**src/rtl/core/obs_pkg.sv**
```systemverilog
// Shared types and constants for the overwriting bounded stack.
`timescale 1ns / 1ps
package obs_pkg;

  localparam int CMD_W    = 2;
  localparam int STATUS_W = 2;
  localparam int WORD_W   = 32;
  localparam int CNT_W    = 5;
  localparam int APB_AW   = 3;
  localparam int APB_DW   = 32;

  // Operation codes
  localparam logic [CMD_W-1:0] CMD_PUSH  = 2'd0;
  localparam logic [CMD_W-1:0] CMD_POP   = 2'd1;
  localparam logic [CMD_W-1:0] CMD_CLEAR = 2'd2;

  // Status codes
  localparam logic [STATUS_W-1:0] ST_OK          = 2'd0;
  localparam logic [STATUS_W-1:0] ST_ZERO_REJECT = 2'd1;
  localparam logic [STATUS_W-1:0] ST_POP_EMPTY   = 2'd2;

  // Register indexes (paddr[2])
  localparam logic REG_ENTRY_LIMIT      = 1'b0;
  localparam logic REG_INITIAL_CAPACITY = 1'b1;

  localparam logic [CNT_W-1:0] ENTRY_LIMIT_RESET = 5'd16;

  typedef struct packed {
    logic [CMD_W-1:0]  cmd;
    logic [WORD_W-1:0] push_value;
  } req_t;

  typedef struct packed {
    logic [STATUS_W-1:0] status;
    logic [WORD_W-1:0]   pop_value;
    logic [CNT_W-1:0]    length;
    logic [CNT_W-1:0]    capacity;
    logic                dropped_oldest;
  } rsp_t;

  // Per-transaction result info, minus the popped word
  typedef struct packed {
    logic [STATUS_W-1:0] status;
    logic [CNT_W-1:0]    length;
    logic [CNT_W-1:0]    capacity;
    logic                dropped_oldest;
    logic                popped;
  } meta_t;

  typedef struct packed {
    logic             en;
    logic             idx;
    logic [CNT_W-1:0] data;
  } cfg_wr_t;

endpackage

```
**src/rtl/core/overwriting_bounded_stack_unit.sv**
```systemverilog
// Overwriting bounded stack: top level with result pipeline and APB registers.
//
// Usage:
//   req channel (req_valid / req_stall / req) carries push, pop and clear
//   transactions; rsp channel (rsp_valid / rsp_stall / rsp) returns exactly one
//   result per transaction, in order: status, popped word, length after the
//   operation, capacity high-water mark and an oldest-entry-dropped flag.
//   The accepting edge updates the ring, stores the result info in the middle
//   stage and does the registered RAM read; rsp_valid rises when the output
//   register is loaded from the middle stage. Throughput: one transaction per
//   cycle while rsp_stall is low. When rsp_stall is high the output register
//   holds; one more result waits in the middle stage, after which req_stall
//   goes high.
//   Reset (rst, synchronous) empties the stack, sets the entry limit to 16 and
//   initial_capacity and the mark to zero. Entry contents are not cleared.
//   APB registers: 0x0 entry limit, 0x4 initial_capacity (5 bits each);
//   write them only while no transaction is in flight.
`timescale 1ns / 1ps
module overwriting_bounded_stack_unit import obs_pkg::*; #(
  parameter int DEPTH      = 16,
  parameter int DATA_WIDTH = 32
) (
  input  logic              clk,
  input  logic              rst,
  input  logic              req_valid,
  output logic              req_stall,
  input  req_t              req,
  output logic              rsp_valid,
  input  logic              rsp_stall,
  output rsp_t              rsp,
  input  logic              psel,
  input  logic              penable,
  input  logic              pwrite,
  input  logic [APB_AW-1:0] paddr,
  input  logic [APB_DW-1:0] pwdata,
  output logic [APB_DW-1:0] prdata,
  output logic              pready
);

  localparam int PTR_W = (DEPTH > 1) ? $clog2(DEPTH) : 1;

  logic                  acc;
  logic                  s1_valid, s1_move;
  meta_t                 s1_meta, meta;
  cfg_wr_t               cfg_wr;
  logic [CNT_W-1:0]      max_raw, init_raw;
  logic                  we, re;
  logic [PTR_W-1:0]      waddr, raddr;
  logic [DATA_WIDTH-1:0] wdata, rdata;

  assign s1_move   = s1_valid && (!rsp_valid || !rsp_stall);
  assign req_stall = s1_valid && !s1_move;
  assign acc       = req_valid && !req_stall;

  assign pready      = 1'b1;
  assign cfg_wr.en   = psel && penable && pwrite;
  assign cfg_wr.idx  = paddr[2];
  assign cfg_wr.data = pwdata[CNT_W-1:0];
  assign prdata = (paddr[2] == REG_INITIAL_CAPACITY) ? APB_DW'(init_raw) : APB_DW'(max_raw);

  obs_ctrl #(
    .DEPTH      (DEPTH),
    .DATA_WIDTH (DATA_WIDTH),
    .PTR_W      (PTR_W)
  ) u_ctrl (
    .clk      (clk),
    .rst      (rst),
    .acc      (acc),
    .req      (req),
    .cfg_wr   (cfg_wr),
    .max_raw  (max_raw),
    .init_raw (init_raw),
    .meta     (meta),
    .we       (we),
    .waddr    (waddr),
    .wdata    (wdata),
    .re       (re),
    .raddr    (raddr)
  );

  obs_store #(
    .DEPTH      (DEPTH),
    .DATA_WIDTH (DATA_WIDTH),
    .PTR_W      (PTR_W)
  ) u_store (
    .clk   (clk),
    .we    (we),
    .waddr (waddr),
    .wdata (wdata),
    .re    (re),
    .raddr (raddr),
    .rdata (rdata)
  );

  always_ff @(posedge clk) begin
    if (rst) begin
      s1_valid  <= 1'b0;
      rsp_valid <= 1'b0;
    end else begin
      if (acc) begin
        s1_valid <= 1'b1;
      end else if (s1_move) begin
        s1_valid <= 1'b0;
      end
      if (s1_move) begin
        rsp_valid <= 1'b1;
      end else if (!rsp_stall) begin
        rsp_valid <= 1'b0;
      end
    end
  end

  always_ff @(posedge clk) begin
    if (acc) begin
      s1_meta <= meta;
    end
    if (s1_move) begin
      rsp.status         <= s1_meta.status;
      rsp.pop_value      <= s1_meta.popped ? WORD_W'(rdata) : '0;
      rsp.length         <= s1_meta.length;
      rsp.capacity       <= s1_meta.capacity;
      rsp.dropped_oldest <= s1_meta.dropped_oldest;
    end
  end

  // length never passes the high-water mark
  assert property (@(posedge clk) disable iff (rst)
    rsp_valid |-> rsp.length <= rsp.capacity)
    else $error("length above capacity mark");

  // a drop only happens on a successful push into a non-empty stack
  assert property (@(posedge clk) disable iff (rst)
    rsp_valid && rsp.dropped_oldest |-> rsp.status == ST_OK && rsp.length != '0)
    else $error("drop flag on a failed or empty result");

  // pop on empty must leave the stack empty
  assert property (@(posedge clk) disable iff (rst)
    rsp_valid && rsp.status == ST_POP_EMPTY |-> rsp.length == '0)
    else $error("pop-empty status with nonzero length");

  // a held middle stage must block new transactions
  assert property (@(posedge clk) disable iff (rst)
    s1_valid && !s1_move |-> !acc)
    else $error("transaction accepted over a held stage");

endmodule

```
**src/rtl/core/obs_store.sv**
```systemverilog
// Entry ring storage: one write port, one registered read port.
`timescale 1ns / 1ps
module obs_store import obs_pkg::*; #(
  parameter int DEPTH      = 16,
  parameter int DATA_WIDTH = 32,
  parameter int PTR_W      = (DEPTH > 1) ? $clog2(DEPTH) : 1
) (
  input  logic                  clk,
  input  logic                  we,
  input  logic [PTR_W-1:0]      waddr,
  input  logic [DATA_WIDTH-1:0] wdata,
  input  logic                  re,
  input  logic [PTR_W-1:0]      raddr,
  output logic [DATA_WIDTH-1:0] rdata
);

  logic [DATA_WIDTH-1:0] mem [DEPTH];

  always_ff @(posedge clk) begin
    if (we) begin
      mem[waddr] <= wdata;
    end
    if (re) begin
      rdata <= mem[raddr];
    end
  end

endmodule

```
**src/rtl/core/obs_ctrl.sv**
```systemverilog
// Top pointer, count, capacity mark and configuration registers.
`timescale 1ns / 1ps
module obs_ctrl import obs_pkg::*; #(
  parameter int DEPTH      = 16,
  parameter int DATA_WIDTH = 32,
  parameter int PTR_W      = (DEPTH > 1) ? $clog2(DEPTH) : 1
) (
  input  logic                  clk,
  input  logic                  rst,
  input  logic                  acc,
  input  req_t                  req,
  input  cfg_wr_t               cfg_wr,
  output logic [CNT_W-1:0]      max_raw,
  output logic [CNT_W-1:0]      init_raw,
  output meta_t                 meta,
  output logic                  we,
  output logic [PTR_W-1:0]      waddr,
  output logic [DATA_WIDTH-1:0] wdata,
  output logic                  re,
  output logic [PTR_W-1:0]      raddr
);

  localparam int MAXC = (DEPTH < 31) ? DEPTH : 31;
  localparam logic [CNT_W-1:0] MAX_CLAMP = CNT_W'(MAXC);
  localparam logic [PTR_W-1:0] LAST_SLOT = PTR_W'(DEPTH - 1);

  function automatic logic [CNT_W-1:0] clamp_max(input logic [CNT_W-1:0] raw);
    logic [CNT_W-1:0] r;
    if (raw == '0) begin
      r = CNT_W'(1);
    end else if (raw > MAX_CLAMP) begin
      r = MAX_CLAMP;
    end else begin
      r = raw;
    end
    return r;
  endfunction

  logic [PTR_W-1:0]      top, top_next, top_inc, top_dec;
  logic [CNT_W-1:0]      count, count_next, mark, mark_next;
  logic [CNT_W-1:0]      max_raw_next, init_raw_next;
  logic [CNT_W-1:0]      eff_max, new_max, new_init;
  logic [DATA_WIDTH-1:0] word;

  always_comb begin
    eff_max  = clamp_max(max_raw);
    word     = DATA_WIDTH'(req.push_value);
    top_inc  = (top == LAST_SLOT) ? '0 : PTR_W'(top + PTR_W'(1));
    top_dec  = (top == '0) ? LAST_SLOT : PTR_W'(top - PTR_W'(1));
    new_max  = clamp_max(cfg_wr.data);
    new_init = (cfg_wr.data > eff_max) ? eff_max : cfg_wr.data;

    top_next      = top;
    count_next    = count;
    mark_next     = mark;
    max_raw_next  = max_raw;
    init_raw_next = init_raw;

    meta.status         = ST_OK;
    meta.dropped_oldest = 1'b0;
    meta.popped         = 1'b0;
    we    = 1'b0;
    waddr = top_inc;
    wdata = word;
    re    = 1'b0;
    raddr = top;

    if (acc) begin
      unique case (req.cmd)
        CMD_PUSH: begin
          if (word == '0) begin
            meta.status = ST_ZERO_REJECT;
          end else begin
            top_next = top_inc;
            we       = 1'b1;
            if (count >= eff_max) begin
              count_next          = eff_max;
              meta.dropped_oldest = 1'b1;
            end else begin
              count_next = CNT_W'(count + CNT_W'(1));
            end
            if (count_next > mark) begin
              mark_next = count_next;
            end
          end
        end
        CMD_POP: begin
          if (count == '0) begin
            meta.status = ST_POP_EMPTY;
          end else begin
            re          = 1'b1;
            meta.popped = 1'b1;
            top_next    = top_dec;
            count_next  = CNT_W'(count - CNT_W'(1));
          end
        end
        CMD_CLEAR: begin
          count_next = '0;
        end
        default: begin
        end
      endcase
    end else if (cfg_wr.en) begin
      if (cfg_wr.idx == REG_ENTRY_LIMIT) begin
        max_raw_next = cfg_wr.data;
        // shrinking the limit drops the oldest entries and cuts the mark
        if (count > new_max) begin
          count_next = new_max;
        end
        if (mark > new_max) begin
          mark_next = new_max;
        end
      end else begin
        init_raw_next = cfg_wr.data;
        if (new_init > mark) begin
          mark_next = new_init;
        end
      end
    end

    meta.length   = count_next;
    meta.capacity = mark_next;
  end

  always_ff @(posedge clk) begin
    if (rst) begin
      top      <= '0;
      count    <= '0;
      mark     <= '0;
      max_raw  <= ENTRY_LIMIT_RESET;
      init_raw <= '0;
    end else begin
      top      <= top_next;
      count    <= count_next;
      mark     <= mark_next;
      max_raw  <= max_raw_next;
      init_raw <= init_raw_next;
    end
  end

endmodule
```
**config.mk**
```make
export PLATFORM = sky130hd
export DESIGN_NAME = overwriting_bounded_stack_unit
export DESIGN_NICKNAME = d
export VERILOG_FILES = /design/src/rtl/core/obs_pkg.sv /design/src/rtl/core/overwriting_bounded_stack_unit.sv /design/src/rtl/core/obs_store.sv /design/src/rtl/core/obs_ctrl.sv
export SDC_FILE = /design/constraint.sdc
export NUM_CORES = 1
export LEC_CHECK = 0
export BUFFER_PORTS_ARGS = -buffer_cell sky130_fd_sc_hd__buf_2
export CORE_ASPECT_RATIO = 1.75
export CORE_UTILIZATION = 60
export CTS_CLUSTER_DIAMETER = 200
export DETAILED_ROUTE_END_ITERATION = 12
export GPL_TIMING_DRIVEN = 1
export PLACE_DENSITY = 0.79
export SLEW_MARGIN = 20
export SYNTH_ARGS = -nofsm -noshare
export SYNTH_HDL_FRONTEND = slang
export SYNTH_SLANG_ARGS = --single-unit
```
**constraint.sdc**
```tcl
create_clock -name clk -period 6.75 [get_ports clk]
set_clock_uncertainty 0.1 [all_clocks]
set_input_delay 1.35 -clock clk [delete_from_list [all_inputs] [get_ports clk]]
set_output_delay 1.35 -clock clk [all_outputs]
set_load 0.03 [all_outputs]
```
# Word level (Yosys, flattened, before mapping)
# Memories as Yosys holds them, arrays and structs flattened. A register that Yosys moved wholly into a read port is not among the register bits.
# Index checks and enable logic that the tools add are counted.
# op_classes
n_addsub	4
magnitude_cmp	8
eq_ne	6
muxes	46
bitwise	3
n_reduce_logical	22
# op_table
op	n
2-to-1 mux 5 bit	24
zero test 32 bit	1
greater-than comparator 5 bit	5
2-to-1 mux 4 bit	4
zero test 5 bit	3
one-hot mux 5 bit (3 select lines)	1
2-to-1 mux 1 bit	14
greater-than comparator 5 bit, second input constant	2
one-hot mux 4 bit (2 select lines)	1
AND reduction 3 bit	2
adder 5 x 1 -> 5 bit, second input constant	1
greater-or-equal comparator 5 bit	1
logical AND 1 bit	5
subtractor 5 x 1 -> 5 bit, second input constant	1
adder 4 x 1 -> 4 bit, second input constant	1
equality test 4 bit, second input constant	1
zero test 1 bit	4
zero test 4 bit	1
!= test 2 bit, second input constant	2
one-hot mux 2 bit (2 select lines)	1
AND reduction 4 bit	1
nonzero test 2 bit	2
subtractor 4 x 1 -> 4 bit, second input constant	1
NOT 1 bit	3
7 further kinds	7
# totals
ff_bits	85
ram_bits	512
input_bits	76
wordCells	107
n_memories	1
# mem_list
name	depth	width	read_ports	rd_ports_with_merged_regs	write_ports	line_no	source
u_store.mem	16	32	1	1	1	obs_store.sv:17	logic [DATA_WIDTH-1:0] mem [DEPTH];

# Depth between registers and ports, before layout
# depth
depth_word	13
ltp_mapped	17
mapped_depth_nobuf	17

# By module
# A second synthesis with hierarchy kept.
# hier_totals
hier_cells	1346
area_unflattened_um2	25271.7
# modules_own_cells
module	instances	cells_per_inst	area_per_inst_um2	seq_area_each_um2
obs_store	1	838	20155.6	16335.7
obs_ctrl	1	368	2771.4	480.5
overwriting_bounded_stack_unit	1	140	2344.7	1811.7

# Worst setup path before layout
# OpenSTA, ideal clock, no wires.
# synth_timing
path_kind	in2reg
startpoint	in rsp_stall
endpoint	reg rsp[0] (netlist bit), enable pin
t_arrival_ns	4.658
required_time_ns	6.134
setup_slack_ns	1.476
path_stages	1
n_path_buf	0
cell_sequence	a21boi_0
# synth_between
elab_chain_cells	3
# synth_lines
item	line_no	source
start: declaration	overwriting_bounded_stack_unit.sv:29	input logic rsp_stall,
zero test 1 bit	--	
logical OR 1 bit	overwriting_bounded_stack_unit.sv:51	assign s1_move = s1_valid && (!rsp_valid || !rsp_stall);
logical AND 1 bit	overwriting_bounded_stack_unit.sv:51	
end: declaration	overwriting_bounded_stack_unit.sv:30	output rsp_t rsp,
# No other way between the ends.
# A chain may end at the register's enable or synchronous reset.

==> flow_summary.toml <==
[run_status]
status = "complete, no violations"

[clocking]
clkLatencyLatePin_ps = 580
path_clk_slew_ps = 70
hold_buffers = 0
ctsResizeCount = 0
htreeDepth = 2
clock-root-buffer = "clkbuf_16"
post_cts_buffers = 0
clockBufferDepth = 3
cts_tree = "done"
clock_sinks = 629
cts_buffers = 52

[sta]
fmax_mhz = 213.4
max-slew-margin-rel_pct = 28.25
setup_viol = 0
tns_ps = 0
rsz0062_at_grt = "false"
fin_crit_ps = 4686
hold_viol_final = 0
worstMarginPinSlew_ps = 1074
fin_crit_sh_pct = 69.43
final_max_slew_viol_count = 0

[pwr]
power-per-cell-area_nw_per_um2 = 285.9
total_power_mw = 8.081
vdd_drop_max_mv = 0.2288
net-switching-power_mw = 1.724
p_int_mw = 6.357
power_leakage_nw = 9.114
swShare_pct = 21.33
p_seq_share_pct = 54.2
pwr-share-clk_pct = 39.1
comb_power_share_pct = 6.8

[drt]
drt_wl_total_mm = 57.00
detail-route-antenna-nets = 0
first_pass_iters = 5
dr.first_iter.drc_count = 1535
avgRoutedWirePerCell_um = 28.79
viasPerCell = 6.557
drc = 0
vias = 12982

[grt]
grt_pass1_vias = 13089
grt_pass1_wl_mm = 83.72
antenna_found_initial = 3
grt.total_usage_pct = 27.54
grt_max_degree = 57
overflow = 0

[logic_synthesis]
synth_seq_cells = 629
synthMuxAreaShare_pct = 15.42
synth.most_common_cell = "edfxtp_1"
synth_top_family_by_area = "multiplexers"
synth_top_area_share_pct = 71.52
yosysTopAreaCell = "edfxtp_1"
synth_simple_gate_area_share_pct = 3.894
ys_warn_count = 0
syn_area_per_cell_um2 = 20.13
ys_seq_area_share_pct = 73.58
synth_ff_type = "edfxtp_1"
synthAdderAreaFrac_pct = 1.878
async_flop_share_pct = 0
synth_top_cells_by_count = "603 x edfxtp_1, 160 x mux4_2, 57 x nor2_1, 38 x ha_1, 35 x nand2_1"
synth_edf_count = 603
synthesis.area_um2 = 25320
ys_types = 69
synth_xor_area_share_pct = 0.2076
synth_compound_area_share_pct = 2.664
synthCells = 1258
synth_area_leaders = "edfxtp_1 72%, mux4_2 14%, dfxtp_1 2.1%"

[layout]
post-route-util_pct = 67.91
syn_to_final_growth_pct = 11.63
layoutNonFillerInstCount = 1980
drive_gt1_share_pct = 28.74
fin_nets = 1496
final_cell_area_um2 = 28260

[setup_path]
cp-end-kind = "register"
rrSetupSlack_ps = 2060
rr_endpoint = "s1_meta[5]"
crit_required_ps = 6960
worstSetupPathType = "reg -> reg"
startpoint_type = "register"
cp_max_fo = 6
worstReg2RegStart = "u_ctrl.max_raw[2]"
ff2ff_path_depth = 16
worstPathArrival_ps = 4900

[die]
rows = 99
core-area_um2 = 41620
die_w_um = 157.3
die_area_um2 = 43050
start_util_pct = 60.83
ios = 156
die_y_um = 273.7

[worst_hold_path]
hold_end = "rsp[43]"
hold_depth = 0
min_from = "s1_meta[12]"
hold_path_class = "reg -> reg"

[placement]
place.gp.congestion = 0.8608
dp_hpwl_mm = 30.49
placed_area_um2 = 26470
post-place-cells = 1883
portBuffers = 98

[run]
drv_cap = 0
power by group through the flow:
| stage | registers [mW] | logic (mW) | clock network [mW] |
|---|---|---|---|
| finish | 4.38 | 0.548 | 3.16 |
| global route | 4.38 | 0.585 | 3.33 |
| CTS | 4.38 | 0.548 | 3.20 |
| detailed placement | 4.46 | 0.540 | 0 |
| global placement | 4.46 | 0.521 | 0 |
| floorplan | 4.46 | 0.384 | 0 |
per-layer routing:
metal	share of wire (%)	routed length (um)	track usage, %	up-vias
met5	0.025	14	0	-
met4	4.8	2715	14.51	2
met3	7.0	3989	4.291	180
met2	52	29920	46.79	766
met1	36	20360	34.09	6710
li1	-	-	-	5324
cell families after synthesis:
family / count (synthesis)
flops: 629
mux: 189
xor+xnor: 6
simple gates: 193
compound gates: 91
other cells: 2
fa+ha+maj: 38
buf+inv: 110
worst max-delay path, cell delays in order, from the launching register on:
cell and delay (ps):
dfxtp_1 340, nor3_1 180, nor2_1 50, nor2_1 480
ha_1 340, nand2b_1 140, a31oi_1 220, o21ai_2 190
mux2i_1 590, inv_1 100, ha_1 320, and3_1 180
and3_1 180, a31o_2 230, or2_2 330, a211oi_1 330
nor2_1 130
per-stage QoR:
stage | hold WS, ps | setup slack, ps
2_1_floorplan | 300.3 | 1476
3_3_place_gp | 302.3 | 1774
3_5_place_dp | 305.4 | 1558
4_1_cts | 323.1 | 2124
5_1_grt | 328.4 | 1738
6_report | 319.3 | 2064
cells in the final DEF, fill, tap and decap left out, types with 6 or more instances in the layout:
cell type,count
mux4_2,160
clkinv_1,16
conb_1,28
buf_4,27
nand2_1,35
nand3_1,9
edfxtp_1,603
clkbuf_16,54
clkbuf_1,7
inv_1,26
nor3_1,11
nor2_4,16
and2_1,34
and3_1,6
nor2b_1,8
a21oi_1,20
dfxtp_1,22
nor2_1,41
o21ai_0,13
nor4_1,8
nand2b_1,6
a211oi_1,6
buf_2,98
ha_1,38
mux2i_1,22
bufinv_16,9
layout make-up:
type | instances | area [um2]
clock inverter | 34 | 402.9
clock buffer | 61 | 1378
fill | 2584 | 13360
multi-input combinational | 545 | 6335
inverter | 28 | 105.1
timing repair buffer | 126 | 704.4
sequential | 629 | 18640
antenna | 2 | 5.005
tap | 555 | 694.4
registers in the layout, indices dropped and copies added (netlist names):
name and flops:
rsp 45, rsp_valid 1, s1_meta 14, s1_valid 1
u_ctrl.count 5, u_ctrl.init_raw 5, u_ctrl.mark 5, u_ctrl.max_raw 5
u_ctrl.raddr 4, u_store.mem 512, u_store.rdata 32
how the worst max path moves through the flow:
stage               slack [ps]               from            endpoint  cells past startpoint
floorplan                 1480          rsp_stall              rsp[0]                      1
detailed placement        1560             req[6]  u_store.mem[3][19]                      8
global route              1740  u_ctrl.max_raw[2]          s1_meta[4]                     16
global placement          1770             req[6]  u_store.mem[3][19]                      8
finish                    2060  u_ctrl.max_raw[2]          s1_meta[5]                     16
CTS                       2120             req[6]  u_store.mem[1][30]                      8
Note: power is estimated with default switching activity, not from simulation.
